<file path="src/sv/rmbp_pkg.sv">
`default_nettype none
// Shared constants, command/status structs and a helper function for the
// ring bottleneck pair search core. No dependencies.
package rmbp_pkg;

    localparam int RING_W       = 11;
    localparam int DIST_W       = 10;
    localparam int SRV_W        = 10;
    localparam int FLOG_W       = 4;

    localparam int MAX_RING_DEF = 1024;
    localparam int LEVELS_DEF   = 11;
    localparam int BW_BITS_DEF  = 20;

    localparam logic OP_LOAD    = 1'b0;
    localparam logic OP_QUERY   = 1'b1;

    typedef struct packed {
        logic load_wr;
        logic lvl_init;
        logic lvl_next;
        logic bld_step;
        logic q_capture;
        logic q_setup;
        logic q_step;
        logic out_load;
        logic out_err;
    } t_cmd;

    typedef struct packed {
        logic size_ok;
        logic q_bad;
        logic load_last;
        logic pos_last;
        logic lvl_more;
        logic busy;
    } t_status;

    function automatic logic [FLOG_W-1:0] flog2(input logic [RING_W-1:0] v);
        logic [FLOG_W-1:0] p;
        p = '0;
        for (int b = 1; b < RING_W; b++) begin
            if (v[b]) begin
                p = FLOG_W'(b);
            end
        end
        return p;
    endfunction

endpackage
`default_nettype wire

</file>
<file path="src/sv/rmbp_ctrl.sv">
`default_nettype none
// Controller: sequences loads, sparse table build passes and query scans,
// and owns the table-ready flag and the result valid. Depends on rmbp_pkg.
module rmbp_ctrl import rmbp_pkg::*; (
    input  wire logic    i_clk,
    input  wire logic    i_rst_n,
    input  wire logic    i_cfg_we,
    input  wire logic    i_in_valid,
    input  wire logic    i_in_op,
    output logic         o_in_ready,
    input  wire logic    i_out_ready,
    output logic         o_out_valid,
    input  wire t_status i_status,
    output t_cmd         o_cmd
);

    localparam logic [2:0] S_IDLE     = 3'd0;
    localparam logic [2:0] S_BLD_RUN  = 3'd1;
    localparam logic [2:0] S_BLD_WAIT = 3'd2;
    localparam logic [2:0] S_Q_SETUP  = 3'd3;
    localparam logic [2:0] S_Q_RUN    = 3'd4;
    localparam logic [2:0] S_Q_WAIT   = 3'd5;
    localparam logic [2:0] S_DONE     = 3'd6;

    logic [2:0] r_state;
    logic [2:0] n_state;
    logic       r_table_ready;
    logic       n_table_ready;
    logic       r_err;
    logic       n_err;
    logic       r_out_valid;
    logic       n_out_valid;

    assign o_in_ready  = (r_state == S_IDLE);
    assign o_out_valid = r_out_valid;

    always_comb begin
        o_cmd         = '0;
        n_state       = r_state;
        n_table_ready = r_table_ready;
        n_err         = r_err;
        n_out_valid   = r_out_valid && !i_out_ready;

        unique case (r_state)
            S_IDLE: begin
                if (i_in_valid) begin
                    if (i_in_op == OP_LOAD) begin
                        if (i_status.size_ok) begin
                            o_cmd.load_wr = 1'b1;
                            n_table_ready = 1'b0;
                            if (i_status.load_last) begin
                                o_cmd.lvl_init = 1'b1;
                                n_state        = S_BLD_RUN;
                            end
                        end
                    end else if (i_status.q_bad || !r_table_ready) begin
                        n_err   = 1'b1;
                        n_state = S_DONE;
                    end else begin
                        o_cmd.q_capture = 1'b1;
                        n_err           = 1'b0;
                        n_state         = S_Q_SETUP;
                    end
                end
            end
            S_BLD_RUN: begin
                o_cmd.bld_step = 1'b1;
                if (i_status.pos_last) begin
                    n_state = S_BLD_WAIT;
                end
            end
            S_BLD_WAIT: begin
                if (!i_status.busy) begin
                    if (i_status.lvl_more) begin
                        o_cmd.lvl_next = 1'b1;
                        n_state        = S_BLD_RUN;
                    end else begin
                        n_table_ready = 1'b1;
                        n_state       = S_IDLE;
                    end
                end
            end
            S_Q_SETUP: begin
                o_cmd.q_setup = 1'b1;
                n_state       = S_Q_RUN;
            end
            S_Q_RUN: begin
                o_cmd.q_step = 1'b1;
                if (i_status.pos_last) begin
                    n_state = S_Q_WAIT;
                end
            end
            S_Q_WAIT: begin
                if (!i_status.busy) begin
                    n_state = S_DONE;
                end
            end
            S_DONE: begin
                if (!r_out_valid || i_out_ready) begin
                    o_cmd.out_load = 1'b1;
                    o_cmd.out_err  = r_err;
                    n_out_valid    = 1'b1;
                    n_state        = S_IDLE;
                end
            end
            default: begin
                n_state = S_IDLE;
            end
        endcase

        if (i_cfg_we) begin
            n_table_ready = 1'b0;
        end
    end

    always_ff @(posedge i_clk) begin
        if (!i_rst_n) begin
            r_state       <= S_IDLE;
            r_table_ready <= 1'b0;
            r_err         <= 1'b0;
            r_out_valid   <= 1'b0;
        end else begin
            r_state       <= n_state;
            r_table_ready <= n_table_ready;
            r_err         <= n_err;
            r_out_valid   <= n_out_valid;
        end
    end

`ifndef SYNTHESIS
    a_scan_needs_table: assert property (@(posedge i_clk) disable iff (!i_rst_n)
        (r_state == S_Q_RUN) |-> r_table_ready)
        else $error("query scan running without a built table");

    a_idle_pipe_empty: assert property (@(posedge i_clk) disable iff (!i_rst_n)
        (r_state == S_IDLE) |-> !i_status.busy)
        else $error("datapath pipeline busy while idle");

    a_result_from_done: assert property (@(posedge i_clk) disable iff (!i_rst_n)
        $rose(r_out_valid) |-> ($past(r_state) == S_DONE))
        else $error("result beat raised outside the done state");

    a_build_not_ready: assert property (@(posedge i_clk) disable iff (!i_rst_n)
        (r_state == S_BLD_RUN) |-> (!r_table_ready && i_status.size_ok))
        else $error("table build with table marked ready or bad ring size");
`endif

endmodule
`default_nettype wire

</file>
<file path="config.mk">
export PLATFORM = sky130hd
export DESIGN_NAME = rmbp_ctrl
export DESIGN_NICKNAME = d
export VERILOG_FILES = /design/src/sv/rmbp_pkg.sv /design/src/sv/rmbp_ctrl.sv
export SDC_FILE = /design/constraint.sdc
export NUM_CORES = 1
export LEC_CHECK = 0
export BUFFER_PORTS_ARGS = -buffer_cell sky130_fd_sc_hd__buf_2
export CORE_AREA = 2 2 39 41
export DETAILED_ROUTE_END_ITERATION = 7
export DIE_AREA = 0 0 41 43
export GPL_ROUTABILITY_DRIVEN = 0
export PLACE_DENSITY = 0.69
export SLEW_MARGIN = 40
export SYNTH_ARGS = -nofsm -noshare
export SYNTH_HDL_FRONTEND = slang
export SYNTH_SLANG_ARGS = --single-unit
</file>
<file path="constraint.sdc">
create_clock -name i_clk -period 1.65 [get_ports i_clk]
set_input_delay 0.33 -clock i_clk [delete_from_list [all_inputs] [get_ports i_clk]]
set_output_delay 0.33 -clock i_clk [all_outputs]
set_load 0.05 [all_outputs]
</file>
==> metrics <==
run status=finished, violations left; violated checks=negative setup slack; endpoints failing hold=0; post-synth net total=71; Peak VDD IR=0.000630 V; R2R Path Start=r_state[0]; Post-CTS Hold Fix Bufs=0; maximum number of pins on one net before global-route repair=12; Setup crit start kind=flop; Setup violations, final=4; number of synthesized flops with an enable pin=0; count of pins over their slew limit=0; endpoint class of the critical path=primary output; starting utilization of the core area=between 30% and 40%; leakage=~0.00034 uW; class of the most critical setup path=reg2out; most instantiated flip-flop cell in the synthesis netlist=sky130_fd_sc_hd__dfxtp_1; core box area=0.00138 mm^2; CTS tree=yes; ys async rst share=0%; final critical delay including setup and external delays=roughly 1.7 ns; Max Freq=slightly below 600 MHz; count of cells along the worst hold path=2; crit share post-route=102%; max-cap violation count=0; share of final-layout standard cells stronger than drive strength 1=59.1%; average wire per standard cell=~13 um; largest cells by area after synthesis=sky130_fd_sc_hd__dfxtp_1 (25%), sky130_fd_sc_hd__a21boi_1 (4.7%), sky130_fd_sc_hd__nor3b_1 (4.7%); share of the synthesized area in the top cell type=25.3%; estimated wirelength of the detail-placed design=1.02 mm; flip-flop and latch count after synthesis=6; Critical Path Fanout Max=4; Hold EP=r_table_ready; endpoint of the lowest-slack register-to-register path=r_state[0]; die footprint=0.00176 mm^2; Final Instance Count excl. Fillers=104; Yosys cell types=32; antenna-violating nets left=0; total wirelength of the detailed-routed design=around 1.3 mm; minimum setup slack among reg-to-reg paths=roughly 0.19 ns; setup ws final=-0.0309 ns; remaining routing DRC violations=0; number of buffers on the longest clock path=2; number of core rows=14; Port Buffers=22; detailed router's first-iteration violation count=11; largest area contributor in the synthesized netlist=sky130_fd_sc_hd__dfxtp_1; GR Util All Layers=18.0%; total design power=1300 uW; setup clock skew after layout=0.00668 ns; vertical die dimension=~43 um; signal arrival time at the worst endpoint=between 1 and 1.5 ns; via total after detailed routing=536; slew margin rel.=between 70% and 80%; combined area of all synthesized cells=~480 um^2; Skew-Pair Late Insertion Delay=0.25 ns; grt ovf=0; Pre-antenna DRT Iters=4; wire length of the first global-routing pass=2.12 mm; via count of the first global-routing pass=484; initial antenna violation count=0; Final nets=slightly above 100; Crit path required time=~1.3 ns; TritonCTS Buffers=3; Inserted Diodes=0; Syn Area/Cell=8.06 um^2; Top-Level Pins=23; number of instances in the placed design=100; Min-Delay Path Class=in2reg; share of the core filled with cells in the final layout=56.0%; instance count of the mapped netlist=a little under 60; number of warnings printed during yosys synthesis=0; sequential share of the synthesized area=25.3%; relative area change from synthesis to final layout=62.9%; CTS clk-pin slew, worst paths=~0.04 ns; setup repair after global routing missed its margin=yes; worst r2r path cells=5; count of H-tree levels built during CTS=1; measured slew at the worst slew-check pin=0.335 ns; post-detailed-route via-to-cell ratio=around 5; width of the die=41 um; clock sink total=6; worst min-delay path startpoint=i_cfg_we; cell at the root of the clock tree=sky130_fd_sc_hd__clkbuf_4; power per unit of standard cell area=around 1700 mW/mm^2
## synthesized netlist by cell type (all sizes together), types with 2 or more instances
cell type / instances
dfxtp: 6
a21oi: 5
nor3: 4
a21boi: 3
and2: 3
buf: 3
nand2: 3
nand3: 3
nor2: 3
nor2b: 3
nor3b: 3
o21ai: 3
nand2b: 2
nor4b: 2
nor4bb: 2
## power breakdown
| part | total, uW | internal (uW) | switching (uW) |
|---|---|---|---|
| logic | 899 | 383 | 516 |
| registers | 260 | 199 | 61.3 |
| clock network | 138 | 82.5 | 55.5 |
## cells by family (layout without fill, tap and decap cells)
kind of cell,Yosys count,count (layout),synth area share [%]
compound gates,14,14,20.5
xor+xnor,1,1,1.84
buf+inv,4,33,5.79
flops,6,6,25.3
simple gates,34,34,46.6
## critical path, stage by stage, from the launching register on
cell and delay, ns:
sky130_fd_sc_hd__dfxtp_4 0.35, sky130_fd_sc_hd__nand2b_4 0.14, sky130_fd_sc_hd__or2_4 0.24, sky130_fd_sc_hd__nor2b_4 0.10, sky130_fd_sc_hd__and2_4 0.14, sky130_fd_sc_hd__buf_8 0.13
## metal layers
layer | track usage, % | part of all wire, % | vias to the layer above
met5 | 0 | 0 | -
met4 | 6.00 | 0.61 | 0
met3 | 7.85 | 4.8 | 2
met2 | 27.2 | 51 | 16
met1 | 21.9 | 43 | 243
li1 | - | - | 275
## layout make-up
type | instances | area (um^2)
Sequential cell | 6 | 129
Clock buffer | 3 | 22.5
Multi-Input combinational cell | 49 | 390
Fill cell | 126 | 609
Timing Repair Buffer | 29 | 209
Tap cell | 16 | 20.0
Inverter | 1 | 3.75
## how the worst max path moves through the flow
stage / from / endpoint / slack [ns] / depth (start not counted)
4_1_cts: r_state[0] / o_cmd[0] / -0.06 / 5
2_1_floorplan: r_state[2] / o_cmd[7] / -0.43 / 4
6_report: r_state[0] / o_cmd[0] / -0.03 / 5
5_1_grt: r_state[0] / o_cmd[0] / -0.08 / 5
3_3_place_gp: r_state[1] / o_cmd[0] / 0.11 / 5
3_5_place_dp: r_state[1] / o_cmd[0] / 0.08 / 5
## registers in the layout (all words and copies together) (netlist names)
register	flops
r_table_ready	1
r_state	3
o_out_valid	1
r_err	1
## stage by stage
stage / hold slack, ns / cell area, um^2 / TNS (ns) / worst slack [ns]
global route: 0.231 / 774 / -0.337 / -0.0829
detailed placement: 0.494 / 679 / 0 / 0.0813
CTS: 0.248 / 747 / -0.170 / -0.0578
floorplan: 0.407 / 528 / -1.01 / -0.426
global placement: 0.490 / 679 / 0 / 0.105
finish: 0.250 / 774 / -0.0616 / -0.0309
## layout by cell type, fill, tap and decap left out, drive strengths merged, types with 2 or more instances in the layout
master / count
nor3b: 3
and2: 3
nor2: 3
o21ai: 3
nor3: 4
a21oi: 5
clkbuf: 3
nand3: 3
nand2b: 2
nand2: 3
nor4b: 2
buf: 29
nor2b: 3
a21boi: 3
nor4bb: 2
dfxtp: 6
## timing repair
action / 4_1_cts / 5_1_grt
resized for setup: 13 / 8
setup buffers: 1 / 1
setup endpoints to repair: 6 / 10
pin swaps: 1 / 1
Note: power is estimated with default switching activity, not from simulation.
